<file path="config.mk">
export PLATFORM = sky130hd
export DESIGN_NAME = indexed_priority_queue_fifo_ties
export DESIGN_NICKNAME = d
export VERILOG_FILES = /design/src/rtl/ipq_pkg.sv /design/src/rtl/ipq_ram.sv /design/src/rtl/ipq_ctrl.sv /design/src/rtl/ipq_dp.sv /design/src/rtl/indexed_priority_queue_fifo_ties.sv
export SDC_FILE = /design/constraint.sdc
export NUM_CORES = 2
export LEC_CHECK = 0
export BUFFER_PORTS_ARGS = -buffer_cell sky130_fd_sc_hd__buf_2
export CAP_MARGIN = 20
export CORE_MARGIN = 2
export CORE_UTILIZATION = 50
export CTS_CLUSTER_DIAMETER = 120
export DETAILED_ROUTE_END_ITERATION = 16
export PLACE_DENSITY = 0.73
export SYNTH_ARGS = -nofsm -noshare
export SYNTH_HDL_FRONTEND = slang
export SYNTH_SLANG_ARGS = --single-unit
</file>
<file path="constraint.sdc">
create_clock -name clk -period 8.5 [get_ports clk]
set_input_delay 0.85 -clock clk [delete_from_list [all_inputs] [get_ports clk]]
set_output_delay 0.85 -clock clk [all_outputs]
set_load 0.02 [all_outputs]
</file>
<file path="src/rtl/ipq_pkg.sv">
package ipq_pkg;

    localparam int ID_W     = 6;
    localparam int AMT_W    = 16;
    localparam int CMD_W    = 2;
    localparam int STATUS_W = 2;

    // ids at or above this cannot be addressed by the entry_id field
    localparam int MAX_SLOTS = 1 << ID_W;

    localparam int ENTRY_COUNT_DEF = 64;
    localparam int LEVEL_BITS_DEF  = 16;
    localparam int STAMP_BITS_DEF  = 32;

    typedef enum logic [CMD_W-1:0] {
        CMD_INSERT   = 2'd0,
        CMD_INCREASE = 2'd1,
        CMD_REMOVE   = 2'd2,
        CMD_QUERY    = 2'd3
    } cmd_t;

    typedef enum logic [STATUS_W-1:0] {
        ST_OK      = 2'd0,
        ST_EMPTY   = 2'd1,
        ST_ABSENT  = 2'd2,
        ST_PRESENT = 2'd3
    } status_t;

    typedef struct packed {
        logic load_in;
        logic status_load;
        logic do_insert;
        logic do_remove;
        logic rd_entry;
        logic do_inc_wr;
        logic scan_clear;
        logic scan_step;
        logic out_load;
    } ctrl_cmd_t;

    typedef struct packed {
        cmd_t cmd;
        logic in_range;
        logic present;
        logic scan_last;
        logic out_free;
    } ctrl_sts_t;

endpackage

</file>
<file path="src/rtl/ipq_ram.sv">
module ipq_ram #(
    parameter int WIDTH = 48,
    parameter int DEPTH = 64
) (
    input  logic                     clk,
    input  logic                     we,
    input  logic [$clog2(DEPTH)-1:0] waddr,
    input  logic [WIDTH-1:0]         wdata,
    input  logic                     re,
    input  logic [$clog2(DEPTH)-1:0] raddr,
    output logic [WIDTH-1:0]         rdata
);

    logic [WIDTH-1:0] mem [DEPTH];
    logic [WIDTH-1:0] rdata_reg;

    always_ff @(posedge clk)
    begin
        if (we)
        begin
            mem[waddr] <= wdata;
        end
        if (re)
        begin
            rdata_reg <= mem[raddr];
        end
    end

    assign rdata = rdata_reg;

endmodule

</file>
<file path="src/rtl/ipq_ctrl.sv">
module ipq_ctrl (
    input  logic               clk,
    input  logic               rst_n,
    input  logic               s_valid,
    output logic               s_ready,
    input  ipq_pkg::ctrl_sts_t sts,
    output ipq_pkg::ctrl_cmd_t ctl
);

    import ipq_pkg::*;

    typedef enum logic [2:0] {
        IDLE,
        DECODE,
        INC_WAIT,
        SCAN,
        SCAN_LAST,
        RESPOND
    } state_t;

    state_t state_reg, state_next;
    logic   ready_reg;

    always_ff @(posedge clk or negedge rst_n)
    begin
        if (!rst_n)
        begin
            state_reg <= IDLE;
            ready_reg <= 1'b1;
        end
        else
        begin
            state_reg <= state_next;
            ready_reg <= (state_next == IDLE);
        end
    end

    always_comb
    begin
        ctl        = '0;
        state_next = state_reg;
        unique case (state_reg)
            IDLE:
            begin
                if (s_valid && ready_reg)
                begin
                    ctl.load_in = 1'b1;
                    state_next  = DECODE;
                end
            end
            DECODE:
            begin
                ctl.status_load = 1'b1;
                unique case (sts.cmd)
                    CMD_INSERT:
                    begin
                        ctl.do_insert = sts.in_range && !sts.present;
                        state_next    = RESPOND;
                    end
                    CMD_INCREASE:
                    begin
                        ctl.rd_entry = sts.present;
                        state_next   = sts.present ? INC_WAIT : RESPOND;
                    end
                    CMD_REMOVE:
                    begin
                        ctl.do_remove = sts.present;
                        state_next    = RESPOND;
                    end
                    CMD_QUERY:
                    begin
                        ctl.scan_clear = 1'b1;
                        state_next     = SCAN;
                    end
                    default:
                    begin
                        state_next = RESPOND;
                    end
                endcase
            end
            INC_WAIT:
            begin
                ctl.do_inc_wr = 1'b1;
                state_next    = RESPOND;
            end
            SCAN:
            begin
                ctl.scan_step = 1'b1;
                if (sts.scan_last)
                begin
                    state_next = SCAN_LAST;
                end
            end
            SCAN_LAST:
            begin
                // last read word is compared in this cycle
                state_next = RESPOND;
            end
            RESPOND:
            begin
                if (sts.out_free)
                begin
                    ctl.out_load = 1'b1;
                    state_next   = IDLE;
                end
            end
            default:
            begin
                state_next = IDLE;
            end
        endcase
    end

    assign s_ready = ready_reg;

endmodule

</file>
<file path="src/rtl/ipq_dp.sv">
module ipq_dp #(
    parameter int ENTRY_COUNT = ipq_pkg::ENTRY_COUNT_DEF,
    parameter int LEVEL_BITS  = ipq_pkg::LEVEL_BITS_DEF,
    parameter int STAMP_BITS  = ipq_pkg::STAMP_BITS_DEF
) (
    input  logic                          clk,
    input  logic                          rst_n,
    input  ipq_pkg::ctrl_cmd_t            ctl,
    output ipq_pkg::ctrl_sts_t            sts,
    input  logic [ipq_pkg::CMD_W-1:0]     in_command,
    input  logic [ipq_pkg::ID_W-1:0]      in_entry_id,
    input  logic [ipq_pkg::AMT_W-1:0]     in_amount,
    input  logic                          out_ready,
    output logic                          out_valid,
    output logic [ipq_pkg::STATUS_W-1:0]  out_status,
    output logic [ipq_pkg::ID_W-1:0]      out_top_id,
    output logic [ipq_pkg::AMT_W-1:0]     out_top_level
);

    import ipq_pkg::*;

    localparam int SLOTS  = (ENTRY_COUNT < MAX_SLOTS) ? ENTRY_COUNT : MAX_SLOTS;
    localparam int SLOT_W = $clog2(SLOTS);
    localparam int WORD_W = LEVEL_BITS + STAMP_BITS;
    localparam int SUM_W  = ((LEVEL_BITS > AMT_W) ? LEVEL_BITS : AMT_W) + 1;

    localparam logic [SUM_W-1:0]      LEVEL_MAX_W = SUM_W'({LEVEL_BITS{1'b1}});
    localparam logic [STAMP_BITS-1:0] STAMP_MAX   = {STAMP_BITS{1'b1}};

    function automatic logic [LEVEL_BITS-1:0] sat_level(input logic [SUM_W-1:0] v);
        logic [LEVEL_BITS-1:0] r;
        r = (v > LEVEL_MAX_W) ? LEVEL_MAX_W[LEVEL_BITS-1:0] : v[LEVEL_BITS-1:0];
        return r;
    endfunction

    cmd_t               cmd_reg;
    logic [ID_W-1:0]    id_reg;
    logic [AMT_W-1:0]   amt_reg;
    status_t            status_reg;
    logic [SLOTS-1:0]   valid_reg;
    logic [STAMP_BITS-1:0] stamp_reg;

    logic [SLOT_W-1:0]  scan_cnt_reg;
    logic               rd_pend_reg;
    logic               cmp_vld_reg;
    logic [SLOT_W-1:0]  cmp_idx_reg;
    logic               found_reg;
    logic [SLOT_W-1:0]  best_id_reg;
    logic [LEVEL_BITS-1:0] best_level_reg;
    logic [STAMP_BITS-1:0] best_stamp_reg;

    logic               out_valid_reg;
    status_t            out_status_reg;
    logic [ID_W-1:0]    out_id_reg;
    logic [AMT_W-1:0]   out_level_reg;

    logic [SLOT_W-1:0]  idx;
    logic               in_range;
    logic               present;
    logic               out_free;
    status_t            status_next;

    logic               ram_we;
    logic [WORD_W-1:0]  ram_wdata;
    logic               ram_re;
    logic [SLOT_W-1:0]  ram_raddr;
    logic [WORD_W-1:0]  ram_rdata;
    logic [LEVEL_BITS-1:0] rd_level;
    logic [STAMP_BITS-1:0] rd_stamp;
    logic [LEVEL_BITS-1:0] ins_level;
    logic [LEVEL_BITS-1:0] inc_level;
    logic               take;
    logic               query_hit;
    logic [SUM_W-1:0]   best_level_w;

    assign idx      = id_reg[SLOT_W-1:0];
    assign in_range = 32'(id_reg) < 32'(ENTRY_COUNT);
    assign present  = in_range && valid_reg[idx];
    assign out_free = !out_valid_reg || out_ready;

    assign sts.cmd       = cmd_reg;
    assign sts.in_range  = in_range;
    assign sts.present   = present;
    assign sts.scan_last = (scan_cnt_reg == SLOT_W'(SLOTS - 1));
    assign sts.out_free  = out_free;

    always_comb
    begin
        unique case (cmd_reg)
            CMD_INSERT:   status_next = !in_range ? ST_ABSENT : (present ? ST_PRESENT : ST_OK);
            CMD_INCREASE: status_next = present ? ST_OK : ST_ABSENT;
            CMD_REMOVE:   status_next = present ? ST_OK : ST_ABSENT;
            CMD_QUERY:    status_next = ST_OK;
            default:      status_next = ST_OK;
        endcase
    end

    assign rd_level  = ram_rdata[LEVEL_BITS-1:0];
    assign rd_stamp  = ram_rdata[LEVEL_BITS +: STAMP_BITS];
    assign ins_level = sat_level(SUM_W'(amt_reg));
    assign inc_level = sat_level(SUM_W'(rd_level) + SUM_W'(amt_reg));

    // increase keeps the stamp that came back from the read
    assign ram_we    = ctl.do_insert || ctl.do_inc_wr;
    assign ram_wdata = ctl.do_inc_wr ? {rd_stamp, inc_level} : {stamp_reg, ins_level};
    assign ram_re    = ctl.rd_entry || ctl.scan_step;
    assign ram_raddr = ctl.scan_step ? scan_cnt_reg : idx;

    ipq_ram #(
        .WIDTH(WORD_W),
        .DEPTH(SLOTS)
    ) u_ram (
        .clk  (clk),
        .we   (ram_we),
        .waddr(idx),
        .wdata(ram_wdata),
        .re   (ram_re),
        .raddr(ram_raddr),
        .rdata(ram_rdata)
    );

    // ascending scan, so equal level and stamp keeps the lower id
    assign take = rd_pend_reg && cmp_vld_reg &&
                  (!found_reg || (rd_level > best_level_reg) ||
                   ((rd_level == best_level_reg) && (rd_stamp < best_stamp_reg)));

    assign query_hit    = (cmd_reg == CMD_QUERY) && found_reg;
    assign best_level_w = SUM_W'(best_level_reg);

    always_ff @(posedge clk or negedge rst_n)
    begin
        if (!rst_n)
        begin
            valid_reg     <= '0;
            stamp_reg     <= '0;
            rd_pend_reg   <= 1'b0;
            found_reg     <= 1'b0;
            out_valid_reg <= 1'b0;
            scan_cnt_reg  <= '0;
        end
        else
        begin
            if (ctl.do_insert)
            begin
                valid_reg[idx] <= 1'b1;
                if (stamp_reg != STAMP_MAX)
                begin
                    stamp_reg <= stamp_reg + 1'b1;
                end
            end
            else if (ctl.do_remove)
            begin
                valid_reg[idx] <= 1'b0;
            end

            rd_pend_reg <= ctl.scan_step;

            if (ctl.scan_clear)
            begin
                scan_cnt_reg <= '0;
                found_reg    <= 1'b0;
            end
            else
            begin
                if (ctl.scan_step)
                begin
                    scan_cnt_reg <= scan_cnt_reg + 1'b1;
                end
                if (take)
                begin
                    found_reg <= 1'b1;
                end
            end

            if (ctl.out_load)
            begin
                out_valid_reg <= 1'b1;
            end
            else if (out_ready)
            begin
                out_valid_reg <= 1'b0;
            end
        end
    end

    always_ff @(posedge clk)
    begin
        if (ctl.load_in)
        begin
            cmd_reg <= cmd_t'(in_command);
            id_reg  <= in_entry_id;
            amt_reg <= in_amount;
        end
        if (ctl.status_load)
        begin
            status_reg <= status_next;
        end
        cmp_idx_reg <= scan_cnt_reg;
        cmp_vld_reg <= valid_reg[scan_cnt_reg];
        if (take)
        begin
            best_id_reg    <= cmp_idx_reg;
            best_level_reg <= rd_level;
            best_stamp_reg <= rd_stamp;
        end
        if (ctl.out_load)
        begin
            if (cmd_reg == CMD_QUERY)
            begin
                out_status_reg <= found_reg ? ST_OK : ST_EMPTY;
            end
            else
            begin
                out_status_reg <= status_reg;
            end
            out_id_reg    <= query_hit ? ID_W'(best_id_reg) : '0;
            out_level_reg <= query_hit ? best_level_w[AMT_W-1:0] : '0;
        end
    end

    assign out_valid     = out_valid_reg;
    assign out_status    = out_status_reg;
    assign out_top_id    = out_id_reg;
    assign out_top_level = out_level_reg;

`ifndef SYNTH
    a_insert_sets_valid: assert property (@(posedge clk) disable iff (!rst_n)
        ctl.do_insert |=> valid_reg[$past(idx)])
        else $error("inserted entry not marked present");

    a_stamp_monotonic: assert property (@(posedge clk) disable iff (!rst_n)
        1'b1 |=> (stamp_reg >= $past(stamp_reg)))
        else $error("arrival stamp went backwards");

    a_load_when_free: assert property (@(posedge clk) disable iff (!rst_n)
        ctl.out_load |-> out_free)
        else $error("result loaded over an untaken one");

    a_scan_only_query: assert property (@(posedge clk) disable iff (!rst_n)
        rd_pend_reg |-> (cmd_reg == CMD_QUERY))
        else $error("scan compare outside a query");

    a_no_write_in_scan: assert property (@(posedge clk) disable iff (!rst_n)
        ctl.scan_step |-> !ram_we && !ctl.do_remove)
        else $error("store changed during a scan");
`endif

endmodule

</file>
<file path="src/rtl/indexed_priority_queue_fifo_ties.sv">
// Indexed max-priority queue over up to 64 entries, one result per request.
// A request carries a command (insert, increase level, remove, query top) in
// s_axis_tuser and the entry id and amount in s_axis_tdata; the result gives a
// status in m_axis_tuser and, for a successful query, the top id and level in
// m_axis_tdata. Levels saturate, ties go to the earliest insert and then to the
// lower id. Levels and stamps sit in a single-port-write, registered-read RAM,
// so a query reads every slot through one comparator, and its time from
// acceptance to the next ready is set by the RAM scan. Increase reads the
// entry, then writes it back; insert and remove need no read.
// A request is taken while the previous result is still held; the block only
// waits in its final cycle if that earlier result has not yet been taken.
module indexed_priority_queue_fifo_ties #(
    parameter int ENTRY_COUNT = ipq_pkg::ENTRY_COUNT_DEF,
    parameter int LEVEL_BITS  = ipq_pkg::LEVEL_BITS_DEF,
    parameter int STAMP_BITS  = ipq_pkg::STAMP_BITS_DEF
) (
    input  logic        clk,
    input  logic        rst_n,
    input  logic        s_axis_tvalid,
    output logic        s_axis_tready,
    input  logic [23:0] s_axis_tdata,   // entry_id[5:0], amount[21:6], zero pad
    input  logic [1:0]  s_axis_tuser,   // command[1:0]
    output logic        m_axis_tvalid,
    input  logic        m_axis_tready,
    output logic [23:0] m_axis_tdata,   // top_id[5:0], top_level[21:6], zero pad
    output logic [1:0]  m_axis_tuser    // status[1:0]
);

    import ipq_pkg::*;

    ctrl_cmd_t            ctl;
    ctrl_sts_t            sts;
    logic [ID_W-1:0]      top_id;
    logic [AMT_W-1:0]     top_level;
    logic [STATUS_W-1:0]  status;

    ipq_ctrl u_ctrl (
        .clk    (clk),
        .rst_n  (rst_n),
        .s_valid(s_axis_tvalid),
        .s_ready(s_axis_tready),
        .sts    (sts),
        .ctl    (ctl)
    );

    ipq_dp #(
        .ENTRY_COUNT(ENTRY_COUNT),
        .LEVEL_BITS (LEVEL_BITS),
        .STAMP_BITS (STAMP_BITS)
    ) u_dp (
        .clk          (clk),
        .rst_n        (rst_n),
        .ctl          (ctl),
        .sts          (sts),
        .in_command   (s_axis_tuser[CMD_W-1:0]),
        .in_entry_id  (s_axis_tdata[ID_W-1:0]),
        .in_amount    (s_axis_tdata[ID_W +: AMT_W]),
        .out_ready    (m_axis_tready),
        .out_valid    (m_axis_tvalid),
        .out_status   (status),
        .out_top_id   (top_id),
        .out_top_level(top_level)
    );

    assign m_axis_tdata = {2'b00, top_level, top_id};
    assign m_axis_tuser = status;

endmodule

</file>
==> flow_summary.yaml <==
status:
  outcome: "completed"
critical_path:
  reg2reg_from: "u_ctrl.state_reg[2]$_DFF_PN0_"
  crit_chain: "nand3b_1 -> inv_2 -> mux2i_4 -> buf_4 -> buf_4 -> mux4_2 -> a22oi_1 -> nand4_1 -> or2_2"
  worstSetupEndpointType: "flop"
  rr_endpoint: "u_dp.u_ram.rdata[15]$_DFFE_PP_"
  max_stage_delay_ps: 930
  required_ps: 9180
  reg2reg_depth: 9
  slowest_stage: "mux2i_4"
  cp.arrival_ps: 6140
  reg2reg_slack_ps: 3040
  worstSetupStartpointType: "flop"
  crit_top_cell: "buf_4"
  cp_max_fo: 37
  path_class: "reg2reg"
timing:
  max_freq_ghz: 0.183
  tightest_slew_ps: 1220
  slew-limit-headroom_pct: 18.5
  hold_viol_final: 0
  fin_setup_tns_ps: 0
  period_needed_ps: 5460
  final-setup-viol-count: 0
  period_share_pct: 64.2
  rsz0062_at_grt: "no"
  fin_skew_ps: 55.7
  drv_slew: 0
grt:
  grt-ovfl-total: 0
  grt_pass1_wl_um: 469000
  grt_pass1_vias: 65000
  grtUsageTotal_pct: 25.4
  grt_max_degree: 119
  antenna_found_initial: 22
floorplanning:
  core_area_um2: 254000
  floorplan.initialDensity_pct: 50.4
  boundaryPins: 58
  dieArea_um2: 260000
  rows: 185
  die_w_um: 510
  die_h_um: 510
logic_synthesis:
  synth.top_cells.by_count: "edfxtp_1, mux4_2, a22oi_1"
  synth_edf_count: 3224
  yosys_warnings: 0
  synth_top_area_share_pct: 75.5
  ys_types: 69
  synth_seq_cells: 3340
  yosys.area.top_type: "edfxtp_1"
  synthTopCellsByArea: "edfxtp_1, mux4_2, a22oi_1, dfrtp_1, ha_1"
  avgSynthCellArea_um2: 21.9
  syn_area_um2: 128000
  synthArstFlopShare_pct: 3.26
  synth_most_common_cell: "edfxtp_1"
  synthFlopType: "edfxtp_1"
  netlist_instances: 5840
  ys_seq_area_share_pct: 77.8
worst_hold_path:
  min_path_cells: 1
  hp-class: "in2reg"
  whs_endpoint: "u_dp.id_reg[4]$_DFFE_PP_"
  hp-start: "s_axis_tdata[4]"
finish:
  fin_area_um2: 145000
  multiInputGateArea_um2: 27700
  fill_cells: 17500
  seq_area_um2: 99700
  fin_util_pct: 57.1
  largest_reg_flops: 3072
  layout-drive-gt1-share_pct: 27.1
  nets: 6241
  syn_to_final_growth_pct: 13.4
drt:
  drc: 0
  wl_per_cell_um: 34.0
  first_iter_violations: 9145
  routed_wl_um: 332000
  drtAntennaViolNets: 0
  firstDrtPassIters: 5
  viasPerCell: 6.61
  num_vias: 64500
cts:
  post_cts_resize_count: 0
  cts_tree: "done"
  hold_buffers: 1
  clkTransAtPathRegs_ps: 60
  clockRootBuffer: "clkbuf_16"
  clkSinkCount: 3340
  htreeDepth: 5
  cts_buffer_depth: 4
  clk_latency_ps: 980
  tritoncts.num_buffers: 338
  post_cts_buffers: 0
power_and_ir_drop:
  p_total_w: 0.0401
  power_density_nw_per_um2: 276
  p_leak_nw: 46.9
  vdd_ir_drop_max_mv: 0.251
place:
  portBuffers: 53
  gp_congestion: 0.870
  hpwlAfterDp_um: 174000
  place_area_um2: 134000
run:
  cap_violations: 0
==> layer usage <==
metal / vias up / GRT usage (%) / share of wire [%]
met2: 4102 / 41.6 / 50
met4: 4 / 9.03 / 3.7
met3: 725 / 6.01 / 11
met5: - / 0 / 0.0069
li1: 25400 / - / -
met1: 34300 / 33.6 / 36
==> stage by stage <==
stage / std cells / setup WS (ps) / hold slack (ps)
2_1_floorplan: 5841 / 2560 / 345
3_3_place_gp: 9126 / 3180 / 392
3_5_place_dp: 9133 / 3080 / 389
4_1_cts: 9723 / 3060 / 6.48
5_1_grt: 9757 / 2830 / 38.2
6_report: 9760 / 3040 / 72.1
==> report_power, final <==
part | switching, W | internal, W | leakage, nW
clock network | 0.00605 | 0.00843 | 5.19
registers | 0.000185 | 0.0192 | 31.6
logic | 0.00390 | 0.00235 | 10.1
==> worst max-delay path, delay by kind of cell, from the launching register on <==
family | cells | cell delay [ps]
DFF | 1 | 440
AOI/OAI and AO/OA | 1 | 310
buffers and inverters | 3 | 1580
muxes | 2 | 1450
and+or+nand+nor | 3 | 1340
==> worst max-delay path by stage <==
stage                                   start                        endpoint  slack (ps)  cells after the start
2_1_floorplan  u_dp.u_ram.rdata[25]$_DFFE_PP_   u_dp.best_id_reg[0]$_DFFE_PP_        2560                      8
3_3_place_gp    u_ctrl.state_reg[2]$_DFF_PN0_  u_dp.u_ram.rdata[15]$_DFFE_PP_        3180                      9
3_5_place_dp    u_ctrl.state_reg[2]$_DFF_PN0_  u_dp.u_ram.rdata[15]$_DFFE_PP_        3080                      9
4_1_cts         u_ctrl.state_reg[2]$_DFF_PN0_  u_dp.u_ram.rdata[15]$_DFFE_PP_        3060                      9
5_1_grt         u_ctrl.state_reg[2]$_DFF_PN0_  u_dp.u_ram.rdata[15]$_DFFE_PP_        2830                      9
6_report        u_ctrl.state_reg[2]$_DFF_PN0_  u_dp.u_ram.rdata[15]$_DFFE_PP_        3040                      9
==> layout by cell type (no fill, tap or decap), drive strengths merged, types with 5 or more instances in the layout <==
cell      count
or2          49
a21o         19
mux2i         6
bufinv       33
nor3         29
nand4       121
nand3        18
edfxtp     3224
nor2        109
inv          69
nor2b         8
mux4        804
a31oi         5
a21oi        39
dfrtp       108
clkinvlp      6
clkbuf      410
buf         276
nand2       105
ha           69
and3         32
and2          7
xor2         26
o21a          5
mux2         33
o22a          5
nand2b        8
nor3b         9
o21ai       153
clkinv      134
a22oi       388
xnor2        16
dfxtp         7
==> cell type report <==
type	count	area share, %
antenna	4	0.00689
clock buffer	410	6.14
clock inverter	179	1.16
inverter	63	0.163
multi-input combinational	2121	19.1
sequential	3340	68.6
tap	3366	2.90
timing repair buffer	277	1.94
==> cell families after synthesis <==
kind of cell	share of synthesized area, %
flops	77.8
compound gates	3.42
mux	14.5
other cells	0.00293
buf+inv	1.19
xor+xnor	0.287
simple gates	2.16
fa+ha+maj	0.689
Power figures use the tool's default switching activity.
